### config.mk
export PLATFORM = sky130hd
export DESIGN_NAME = small_isa_instruction_executor_core
export DESIGN_NICKNAME = d
export VERILOG_FILES = /design/src/rtl/siie_pkg.sv /design/src/rtl/siie_regfile.sv /design/src/rtl/siie_dmem.sv /design/src/rtl/siie_alu.sv /design/src/rtl/small_isa_instruction_executor_core.sv
export SDC_FILE = /design/constraint.sdc
export NUM_CORES = 2
export LEC_CHECK = 0
export ABC_AREA = 1
export BUFFER_PORTS_ARGS = -buffer_cell sky130_fd_sc_hd__buf_2
export CAP_MARGIN = 15
export CORE_ASPECT_RATIO = 1.4
export CORE_UTILIZATION = 35
export CTS_CLUSTER_DIAMETER = 150
export DETAILED_ROUTE_END_ITERATION = 8
export PLACE_DENSITY_LB_ADDON = 0.1
export SLEW_MARGIN = 20
export SYNTH_ARGS = -nofsm -noshare
export SYNTH_HDL_FRONTEND = slang
export SYNTH_SLANG_ARGS = --single-unit
export TNS_END_PERCENT = 1
### constraint.sdc
create_clock -name clk -period 12 [get_ports clk]
set_clock_uncertainty 0.15 [all_clocks]
set_input_delay 2.4 -clock clk [delete_from_list [all_inputs] [get_ports clk]]
set_output_delay 2.4 -clock clk [all_outputs]
set_load 0.005 [all_outputs]
### src/rtl/siie_pkg.sv
// Shared types, constants and opcodes for the small instruction executor.
`default_nettype none
package siie_pkg;

	localparam int MEM_BYTES = 256;
	localparam int NUM_REGS  = 16;
	localparam int PAD_BYTES = 4;
	localparam int BANKS     = 4;
	localparam int BANK_W    = $clog2(BANKS);
	localparam int ROWS      = (MEM_BYTES + PAD_BYTES) / BANKS;
	localparam int ROW_W     = $clog2(ROWS);
	localparam int REG_W     = $clog2(NUM_REGS);

	localparam logic       REQ_LOAD  = 1'b0;
	localparam logic       REQ_EXEC  = 1'b1;
	localparam logic [4:0] IMM5_MASK = 5'h1F;

	typedef enum logic [7:0] {
		OP_MOVI  = 8'h00,
		OP_MOV   = 8'h01,
		OP_LOAD  = 8'h02,
		OP_STORE = 8'h03,
		OP_CMP   = 8'h04,
		OP_JMP   = 8'h05,
		OP_JG    = 8'h06,
		OP_JL    = 8'h07,
		OP_JE    = 8'h08,
		OP_ADD   = 8'h09,
		OP_SUB   = 8'h0A,
		OP_AND   = 8'h0B,
		OP_OR    = 8'h0C,
		OP_XOR   = 8'h0D,
		OP_SHL   = 8'h0E,
		OP_SAR   = 8'h0F
	} opcode_t;

	typedef enum logic [1:0] {
		DM_NONE,
		DM_BYTE,
		DM_WORD
	} dm_wmode_t;

	typedef struct packed {
		logic        req_type;
		logic [7:0]  pc;
		logic [31:0] instr_word;
		logic [7:0]  load_addr;
		logic [7:0]  load_byte;
	} req_t;

	typedef struct packed {
		logic [15:0] next_pc;
		logic        halted;
		logic [31:0] written_value;
		logic        flag_equal;
		logic        flag_greater;
		logic        flag_less;
	} rsp_t;

	typedef struct packed {
		logic eq;
		logic gt;
		logic lt;
	} flags_t;

	typedef struct packed {
		dm_wmode_t   wmode;
		logic        rd_en;
		logic [7:0]  addr;
		logic [31:0] wdata;
	} dmem_req_t;

	typedef struct packed {
		logic [15:0]      next_pc;
		logic             halted;
		logic [31:0]      wv;
		logic             reg_we;
		logic [REG_W-1:0] reg_addr;
		logic             is_load;
		flags_t           flags;
		dmem_req_t        dm;
	} exec_t;

endpackage
`default_nettype wire

### src/rtl/siie_regfile.sv
// Register file: sixteen words, two registered read ports, one write port.
`default_nettype none
module siie_regfile (
	input  wire logic                        clk,
	input  wire logic                        arst_n,
	input  wire logic                        rd_en,
	input  wire logic [siie_pkg::REG_W-1:0]  rd_addr_x,
	input  wire logic [siie_pkg::REG_W-1:0]  rd_addr_y,
	input  wire logic                        wr_en,
	input  wire logic [siie_pkg::REG_W-1:0]  wr_addr,
	input  wire logic [31:0]                 wr_data,
	output logic      [31:0]                 rd_x_s1,
	output logic      [31:0]                 rd_y_s1
);

	logic [31:0]                   regs_q [siie_pkg::NUM_REGS];
	logic [siie_pkg::NUM_REGS-1:0] valid_q;
	logic [31:0]                   rd_x_d;
	logic [31:0]                   rd_y_d;

	// Write-through: a read in the same cycle as a write sees the new value.
	always_comb begin
		if (wr_en && wr_addr == rd_addr_x) begin
			rd_x_d = wr_data;
		end else if (valid_q[rd_addr_x]) begin
			rd_x_d = regs_q[rd_addr_x];
		end else begin
			rd_x_d = '0;
		end
		if (wr_en && wr_addr == rd_addr_y) begin
			rd_y_d = wr_data;
		end else if (valid_q[rd_addr_y]) begin
			rd_y_d = regs_q[rd_addr_y];
		end else begin
			rd_y_d = '0;
		end
	end

	always_ff @(posedge clk or negedge arst_n) begin
		if (!arst_n) begin
			valid_q <= '0;
		end else if (wr_en) begin
			valid_q[wr_addr] <= 1'b1;
		end
	end

	always_ff @(posedge clk) begin
		if (wr_en) begin
			regs_q[wr_addr] <= wr_data;
		end
		if (rd_en) begin
			rd_x_s1 <= rd_x_d;
			rd_y_s1 <= rd_y_d;
		end
	end

endmodule
`default_nettype wire

### src/rtl/siie_dmem.sv
// Data memory: four byte banks for unaligned word access, cleared after reset.
`default_nettype none
module siie_dmem (
	input  wire logic                clk,
	input  wire logic                arst_n,
	input  wire siie_pkg::dmem_req_t req,
	output logic      [31:0]         rdata,
	output logic                     busy
);

	logic [7:0]                  mem_q [siie_pkg::BANKS][siie_pkg::ROWS];
	logic [7:0]                  rd_q  [siie_pkg::BANKS];
	logic [siie_pkg::BANK_W-1:0] off_q;
	logic [siie_pkg::ROW_W-1:0]  clr_row_q;
	logic                        busy_q;

	logic [siie_pkg::BANKS-1:0]  bank_we;
	logic [siie_pkg::ROW_W-1:0]  bank_row [siie_pkg::BANKS];
	logic [7:0]                  bank_wd  [siie_pkg::BANKS];

	// Byte k of the word lives in bank (addr + k) mod 4; banks below the
	// start offset take the next row.
	always_comb begin
		for (int j = 0; j < siie_pkg::BANKS; j++) begin
			logic [siie_pkg::BANK_W-1:0] k;
			k = siie_pkg::BANK_W'(j) - req.addr[siie_pkg::BANK_W-1:0];
			bank_row[j] = siie_pkg::ROW_W'(req.addr[7:siie_pkg::BANK_W])
				+ siie_pkg::ROW_W'(siie_pkg::BANK_W'(j) < req.addr[siie_pkg::BANK_W-1:0]);
			bank_wd[j]  = req.wdata[8*k +: 8];
			bank_we[j]  = (req.wmode == siie_pkg::DM_WORD)
				|| (req.wmode == siie_pkg::DM_BYTE && k == '0);
			if (busy_q) begin
				bank_row[j] = clr_row_q;
				bank_wd[j]  = '0;
				bank_we[j]  = 1'b1;
			end
		end
	end

	always_ff @(posedge clk or negedge arst_n) begin
		if (!arst_n) begin
			busy_q    <= 1'b1;
			clr_row_q <= '0;
		end else if (busy_q) begin
			clr_row_q <= clr_row_q + siie_pkg::ROW_W'(1);
			if (clr_row_q == siie_pkg::ROW_W'(siie_pkg::ROWS - 1)) begin
				busy_q <= 1'b0;
			end
		end
	end

	always_ff @(posedge clk) begin
		for (int j = 0; j < siie_pkg::BANKS; j++) begin
			if (bank_we[j]) begin
				mem_q[j][bank_row[j]] <= bank_wd[j];
			end
			if (req.rd_en) begin
				rd_q[j] <= mem_q[j][bank_row[j]];
			end
		end
		if (req.rd_en) begin
			off_q <= req.addr[siie_pkg::BANK_W-1:0];
		end
	end

	// Rotate bank outputs back into byte order.
	always_comb begin
		for (int k = 0; k < siie_pkg::BANKS; k++) begin
			rdata[8*k +: 8] = rd_q[off_q + siie_pkg::BANK_W'(k)];
		end
	end

	assign busy = busy_q;

endmodule
`default_nettype wire

### src/rtl/siie_alu.sv
// Instruction decode and execute: next pc, halt, register and memory effects.
`default_nettype none
module siie_alu (
	input  wire siie_pkg::req_t   item,
	input  wire logic [31:0]      op_x,
	input  wire logic [31:0]      op_y,
	input  wire siie_pkg::flags_t flags_cur,
	output siie_pkg::exec_t       res
);

	siie_pkg::opcode_t op;
	logic [15:0]       imm;
	logic [4:0]        imm5;
	logic [15:0]       seq;
	logic [15:0]       target;

	always_comb begin
		op     = siie_pkg::opcode_t'(item.instr_word[7:0]);
		imm    = item.instr_word[31:16];
		imm5   = item.instr_word[28:24] & siie_pkg::IMM5_MASK;
		seq    = {8'd0, item.pc} + 16'd4;
		target = seq + imm;

		res          = '0;
		res.next_pc  = seq;
		res.reg_addr = item.instr_word[15:12];
		res.flags    = flags_cur;
		res.dm.wmode = siie_pkg::DM_NONE;

		if (item.req_type == siie_pkg::REQ_LOAD) begin
			res.next_pc  = '0;
			res.dm.wmode = siie_pkg::DM_BYTE;
			res.dm.addr  = item.load_addr;
			res.dm.wdata = {24'd0, item.load_byte};
		end else begin
			case (op)
				siie_pkg::OP_MOVI: begin
					res.wv     = {{16{imm[15]}}, imm};
					res.reg_we = 1'b1;
				end
				siie_pkg::OP_MOV: begin
					res.wv     = op_y;
					res.reg_we = 1'b1;
				end
				siie_pkg::OP_LOAD: begin
					// value arrives from memory one stage later
					res.reg_we   = 1'b1;
					res.is_load  = 1'b1;
					res.dm.rd_en = 1'b1;
					res.dm.addr  = op_y[7:0];
				end
				siie_pkg::OP_STORE: begin
					res.wv       = op_y;
					res.dm.wmode = siie_pkg::DM_WORD;
					res.dm.addr  = op_x[7:0];
					res.dm.wdata = op_y;
				end
				siie_pkg::OP_CMP: begin
					res.flags.eq = (op_x == op_y);
					res.flags.gt = ($signed(op_x) > $signed(op_y));
					res.flags.lt = ($signed(op_x) < $signed(op_y));
				end
				siie_pkg::OP_JMP: res.next_pc = target;
				siie_pkg::OP_JG:  res.next_pc = flags_cur.gt ? target : seq;
				siie_pkg::OP_JL:  res.next_pc = flags_cur.lt ? target : seq;
				siie_pkg::OP_JE:  res.next_pc = flags_cur.eq ? target : seq;
				siie_pkg::OP_ADD: begin
					res.wv     = op_x + op_y;
					res.reg_we = 1'b1;
				end
				siie_pkg::OP_SUB: begin
					res.wv     = op_x - op_y;
					res.reg_we = 1'b1;
				end
				siie_pkg::OP_AND: begin
					res.wv     = op_x & op_y;
					res.reg_we = 1'b1;
				end
				siie_pkg::OP_OR: begin
					res.wv     = op_x | op_y;
					res.reg_we = 1'b1;
				end
				siie_pkg::OP_XOR: begin
					res.wv     = op_x ^ op_y;
					res.reg_we = 1'b1;
				end
				siie_pkg::OP_SHL: begin
					res.wv     = op_x << imm5;
					res.reg_we = 1'b1;
				end
				siie_pkg::OP_SAR: begin
					res.wv     = 32'($signed(op_x) >>> imm5);
					res.reg_we = 1'b1;
				end
				default: begin
					res.next_pc = {8'd0, item.pc};
					res.halted  = 1'b1;
				end
			endcase
			// halt unless the next word is aligned and fully inside memory
			if (!res.halted && (({1'b0, res.next_pc} + 17'd3 >= 17'(siie_pkg::MEM_BYTES))
				|| res.next_pc[1:0] != 2'd0)) begin
				res.halted = 1'b1;
			end
		end
	end

endmodule
`default_nettype wire

### src/rtl/small_isa_instruction_executor_core.sv
// Stages: execute, then result, which drives rsp. Throughput: one transaction per cycle
// while rsp_stall is low, loads and back-to-back dependencies included
// (operands are forwarded from the result stage into the execute stage).
// Reset clears registers and flags at once; data memory is cleared by a pass over its
// 65 rows, one row of all four byte banks per cycle, while input stays stalled.
`default_nettype none
module small_isa_instruction_executor_core (
	input  wire logic           clk,
	input  wire logic           arst_n,
	input  wire logic           req_valid,
	output logic                req_stall,
	input  wire siie_pkg::req_t req,
	output logic                rsp_valid,
	input  wire logic           rsp_stall,
	output siie_pkg::rsp_t      rsp
);

	logic                 valid_s1;
	siie_pkg::req_t       item_s1;
	logic [31:0]          rd_x_s1;
	logic [31:0]          rd_y_s1;

	logic                 valid_s2;
	logic [15:0]          next_pc_s2;
	logic                 halted_s2;
	logic [31:0]          wv_s2;
	logic                 reg_we_s2;
	logic [siie_pkg::REG_W-1:0] reg_addr_s2;
	logic                 is_load_s2;
	siie_pkg::flags_t     flags_s2;

	siie_pkg::flags_t     flags_q;

	logic                 in_acc;
	logic                 out_acc;
	logic                 s2_load;
	logic                 adv_s1;
	logic                 dm_busy;
	logic [31:0]          dm_rdata;
	logic [31:0]          result_s2;
	logic [31:0]          op_x;
	logic [31:0]          op_y;
	siie_pkg::exec_t      exec;
	siie_pkg::dmem_req_t  dm_req;

	assign out_acc   = valid_s2 && !rsp_stall;
	assign s2_load   = !valid_s2 || !rsp_stall;
	assign adv_s1    = valid_s1 && s2_load;
	assign req_stall = dm_busy || (valid_s1 && !s2_load);
	assign in_acc    = req_valid && !req_stall;

	assign result_s2 = is_load_s2 ? dm_rdata : wv_s2;

	// The result stage holds the only older item whose register write is pending.
	always_comb begin
		op_x = rd_x_s1;
		op_y = rd_y_s1;
		if (valid_s2 && reg_we_s2 && reg_addr_s2 == item_s1.instr_word[15:12]) begin
			op_x = result_s2;
		end
		if (valid_s2 && reg_we_s2 && reg_addr_s2 == item_s1.instr_word[11:8]) begin
			op_y = result_s2;
		end
	end

	siie_regfile u_regfile (
		.clk       (clk),
		.arst_n    (arst_n),
		.rd_en     (in_acc),
		.rd_addr_x (req.instr_word[15:12]),
		.rd_addr_y (req.instr_word[11:8]),
		.wr_en     (out_acc && reg_we_s2),
		.wr_addr   (reg_addr_s2),
		.wr_data   (result_s2),
		.rd_x_s1   (rd_x_s1),
		.rd_y_s1   (rd_y_s1)
	);

	siie_alu u_alu (
		.item      (item_s1),
		.op_x      (op_x),
		.op_y      (op_y),
		.flags_cur (flags_q),
		.res       (exec)
	);

	// Memory side effects happen only when the item leaves the execute stage.
	always_comb begin
		dm_req = exec.dm;
		if (!adv_s1) begin
			dm_req.wmode = siie_pkg::DM_NONE;
			dm_req.rd_en = 1'b0;
		end
	end

	siie_dmem u_dmem (
		.clk    (clk),
		.arst_n (arst_n),
		.req    (dm_req),
		.rdata  (dm_rdata),
		.busy   (dm_busy)
	);

	always_ff @(posedge clk or negedge arst_n) begin
		if (!arst_n) begin
			valid_s1 <= 1'b0;
			valid_s2 <= 1'b0;
			flags_q  <= '0;
		end else begin
			if (in_acc) begin
				valid_s1 <= 1'b1;
			end else if (adv_s1) begin
				valid_s1 <= 1'b0;
			end
			if (s2_load) begin
				valid_s2 <= valid_s1;
			end
			if (adv_s1) begin
				flags_q <= exec.flags;
			end
		end
	end

	always_ff @(posedge clk) begin
		if (in_acc) begin
			item_s1 <= req;
		end
		if (adv_s1) begin
			next_pc_s2  <= exec.next_pc;
			halted_s2   <= exec.halted;
			wv_s2       <= exec.wv;
			reg_we_s2   <= exec.reg_we;
			reg_addr_s2 <= exec.reg_addr;
			is_load_s2  <= exec.is_load;
			flags_s2    <= exec.flags;
		end
	end

	assign rsp_valid = valid_s2;

	always_comb begin
		rsp.next_pc       = next_pc_s2;
		rsp.halted        = halted_s2;
		rsp.written_value = result_s2;
		rsp.flag_equal    = flags_s2.eq;
		rsp.flag_greater  = flags_s2.gt;
		rsp.flag_less     = flags_s2.lt;
	end

endmodule
`default_nettype wire
==> parameters.txt <==
Parameter                              Value

CTS
  CTS-repair resized insts ... 0
  Number of buffers added by the clock tree synthesis step ... 301
  Number of buffers on the longest clock path ... 4
  CTS tree ... done
  Number of setup buffers added after CTS ... 0
  TritonCTS sink count ... 2836
  Worst-skew pair later-pin latency ... roughly 960 ps
  Number of hold-repair buffers added at the cts stage ... 0
  Number of H-tree levels ... 5
  Clock tree root driver cell ... clkbuf_16
  Clock Pin Slew Worst Setup and Hold Paths ... approximately 70 ps

Die
  Starting utilization of the core area ... approximately a third
  Die ar. ... 386000 um^2
  Total core area ... around 380000 um^2
  Total I/O pin count ... around 120
  Vertical extent of the die ... 735 um
  Count of standard-cell rows ... roughly 270
  Die width ... approximately 530 um

Cells and area
  Synthesis-to-layout area growth ... 11.9%
  Number of standard cells in the final layout excluding fillers ... about 18000
  Share of post-route cells with drive strength above 1 ... 10.3%
  Fill cell instance count of the final layout ... 37229
  Final Cell Area ... approximately 150000 um^2
  Area occupied by multi-input gates ... roughly 44000 um^2
  Net count of the finished layout ... around 13000
  Final standard cell utilization of the core ... 39.4%
  Area occupied by registers ... roughly 85000 um^2

Global route
  GR Util met1 ... between 20 and 30%
  Met2 track utilization from global routing ... 41.7%
  Final global-route overflow total ... 0
  Global-route track usage on met3 ... 2.51%
  Global routing usage summed across all routing layers ... a little under a quarter
  Routing layer with the top usage in global route ... met2
  Vias in the first global route ... 98419
  Largest net degree at the start of global routing ... 207
  Antenna violations before repair ... 20
  Global-route wire length before repair ... just under 700000 um

Power
  VDD IR-drop max ... 0.134 mV
  Switch Pwr ... roughly 6.4 mW
  Pwr Total ... between 20 and 25 mW
  PwrDens ... between 150 and 200 nW/um^2
  Logic gate share of total power ... between 10% and 20%
  Net switching fraction of the power ... 27.1%
  Static Leak ... approximately 55 nW
  Portion of total power attributed to the clock network ... approximately 40%
  Internal power ... 17.3 mW
  Power share of the sequential group ... between 40% and 50%

Detailed routing
  Via total after detailed routing ... 99287
  Number of iterations in the first detailed-routing pass ... 7
  Average detailed-routed wire length per instance ... around 26 um
  Count of routing violations after the opening detailed-route iteration ... 8385
  Number of nets with antenna violations after detailed routing ... 0
  Vias per cell ... 5.40
  Remaining DRCs ... 0
  Post-detailed-routing wire length ... roughly 470000 um

STA
  Min cycle time layout ... between 7000 and 8000 ps
  Tightest Pin Transition ... 1140 ps
  Sum Neg Setup Slack ... 0 ps
  Setup repair after global routing missed its margin ... no
  Worst setup slack after layout ... between 4000 and 5000 ps
  Post-Route Hold Slack ... roughly 330 ps
  Max-slew headroom at the worst pin ... 23.3%
  Share of the cycle needed by the critical path after routing ... approximately two thirds
  Number of failing hold endpoints at the final stage ... 0
  Setup-violating endpoint count in the final report ... 0
  Maximum clock frequency ... between 100 and 150 MHz
  Final count of pins violating max slew ... 0

Logic synthesis
  Top cell type's share of synthesized area ... between 60% and 70%
  Cell taking the most area after synthesis ... edfxtp_1
  Flip-flop and latch count after synthesis ... approximately 2800
  Cells after synthesis ... around 13000
  Number of distinct library cell variants in the gate-level netlist after synthesis ... between 60 and 70
  Flip-flop cell with the highest count after synthesis ... edfxtp_1
  Top cells by area in the synthesized netlist ... edfxtp_1 63%, nand2_1 9.3%, nor2_1 4.7%
  Post-Syn Area per Cell ... about 10 um^2
  Net count after synthesis ... 13456
  Async S/R FF share, synth ... 1.02%
  Netlist Area Pre-Place ... about 130000 um^2
  Post-synth EDFFs ... approximately 2800
  Sequential area share after synthesis ... approximately 63%
  Warning count from the yosys run ... 0

Place
  Cell Count Post-Placement ... around 18000
  Count of buffers from port buffering ... about 110
  Placer's final routability congestion estimate ... approximately 0.95
  Standard cell area after detailed placement ... between 100000 and 150000 um^2
  Worst-case setup slack after placement ... about 4100 ps
  DP Wirelength ... 296000 um

Worst setup path
  Largest driver fanout on the critical path ... 100
  Critical Setup Path Class ... reg2reg
  Worst r2r path cells ... 28
  Critical path data required time ... between 10000 and 15000 ps
  Register-to-register setup slack ... 4060 ps
  Cell family with the largest share of critical-path delay ... compound AO/OA/AOI/OAI gates
  Worst path most repeated cell ... nand2_1
  Worst Setup Start Kind ... flop
  Buf/Inv on CP ... 7
  End of the worst register-to-register path ... u_dmem.rd_q[0][1]
  Slowest cell on crit path ... dfxtp_1
  Crit. End Element ... flop
  Arrival time at the worst endpoint ... around 8300 ps
  CP peak stage delay ... approximately 900 ps

Flow run
  Max-cap viol count ... 0

Status
  Status ... finished clean

Min path
  Hold Crit Class ... reg2reg
  Hold Crit Depth ... 2
  Min-Delay Startpoint ... u_regfile.valid_q[6]
  Endpoint with the worst hold slack ... u_regfile.valid_q[6]
[per-layer routing]
metal  part of all wire (%)  up-vias
li1                       -    46027
met1                     41    49478
met2                     50     2991
met3                    4.6      785
met4                    4.2        6
met5                 0.0072        -
[worst max-delay path by stage]
stage,slack [ps],to,cells past startpoint,startpoint
after floorplan,3570,item_s1[0],3,rsp_stall
after global placement,3900,u_dmem.rd_q[0][1],28,flop
after detailed placement,4130,u_dmem.rd_q[0][1],28,flop
after CTS,4090,u_dmem.rd_q[0][1],28,flop
after global routing,3740,u_dmem.rd_q[0][1],28,flop
final,4060,u_dmem.rd_q[0][1],28,flop
[state kept, by name (all words and copies together), names as in the netlist, 7 cells and up, named ones only]
| signal | cells |
|---|---|
| u_regfile.rd_x_s1 | 32 |
| next_pc_s2 | 16 |
| wv_s2 | 32 |
| u_dmem.clr_row_q | 7 |
| u_dmem.rd_q | 32 |
| item_s1 | 57 |
| u_regfile.valid_q | 16 |
| u_regfile.rd_y_s1 | 32 |
| u_dmem.mem_q | 2080 |
| u_regfile.regs_q | 512 |
[layout by cell type, fill, tap and decap left out, types with 15 or more instances in the layout]
cell type / count
nor2_4: 55
nand2_2: 21
o21ai_1: 74
diode_2: 15
inv_1: 665
nand3_1: 495
nand2_1: 3322
nand4_1: 43
clkinv_2: 57
o21ai_2: 25
buf_4: 204
o211ai_1: 498
ha_1: 121
clkbuf_16: 306
dfrtp_1: 28
clkbuf_1: 52
bufinv_16: 34
xor2_1: 21
o21ai_0: 958
nor3_1: 20
clkinv_1: 67
inv_2: 30
buf_2: 110
o22ai_1: 140
or2_2: 417
o31ai_1: 370
nor2_1: 1610
a31oi_1: 56
a21oi_1: 491
o221ai_1: 32
edfxtp_1: 2805
[worst register-to-register path, delay by kind of cell (launching register included)]
kind	cells	cell delay, ps
adder cells (fa/ha/maj)	3	770
buffers and inverters	7	1910
AND/OR/NAND/NOR	11	1450
flip-flops	1	880
AO/OA/AOI/OAI	7	2310
[power by group through the flow]
stage / Clock [mW] / Combinational, mW / Sequential, mW
2_1_floorplan: 0 / 1.81 / 11.4
3_3_place_gp: 0 / 3.08 / 11.4
3_5_place_dp: 0 / 3.09 / 11.4
4_1_cts: 9.72 / 3.10 / 11.2
5_1_grt: 10.1 / 3.35 / 11.2
6_report: 9.51 / 3.08 / 11.2
[layout make-up]
cell class,instances,area share (%)
sequential,2836,56.6
multi-input combinational,8931,29.2
clock buffer,359,5.24
tap,4995,4.16
inverter,718,1.83
timing repair buffer,334,1.62
clock inverter,182,1.31
antenna,15,0.0250
[cells by family (layout without fill, tap and decap cells)]
group | count (synthesis) | after routing | synth area share [%]
simple gates | 6046 | 6046 | 18.5
mux | 11 | 11 | 0.0821
compound gates | 2724 | 2724 | 12.3
fa+ha+maj | 124 | 124 | 1.17
xor+xnor | 26 | 26 | 0.170
buf+inv | 1504 | 1593 | 4.42
other cells | 0 | 15 | 0
flops | 2836 | 2836 | 63.4
[synth_stat cells, types with 21 or more instances]
cell,count
a21oi_1,491
a31oi_1,57
buf_1,75
buf_2,137
buf_4,22
clkbuf_1,547
dfrtp_1,28
edfxtp_1,2805
ha_1,121
inv_1,674
inv_2,32
nand2_1,3324
nand3_1,495
nand4_1,43
nor2_1,1664
o211ai_1,498
o21ai_0,973
o21ai_1,82
o221ai_1,32
o22ai_1,140
o31ai_1,370
or2_2,417
xor2_1,21
Power figures use the tool's default switching activity.
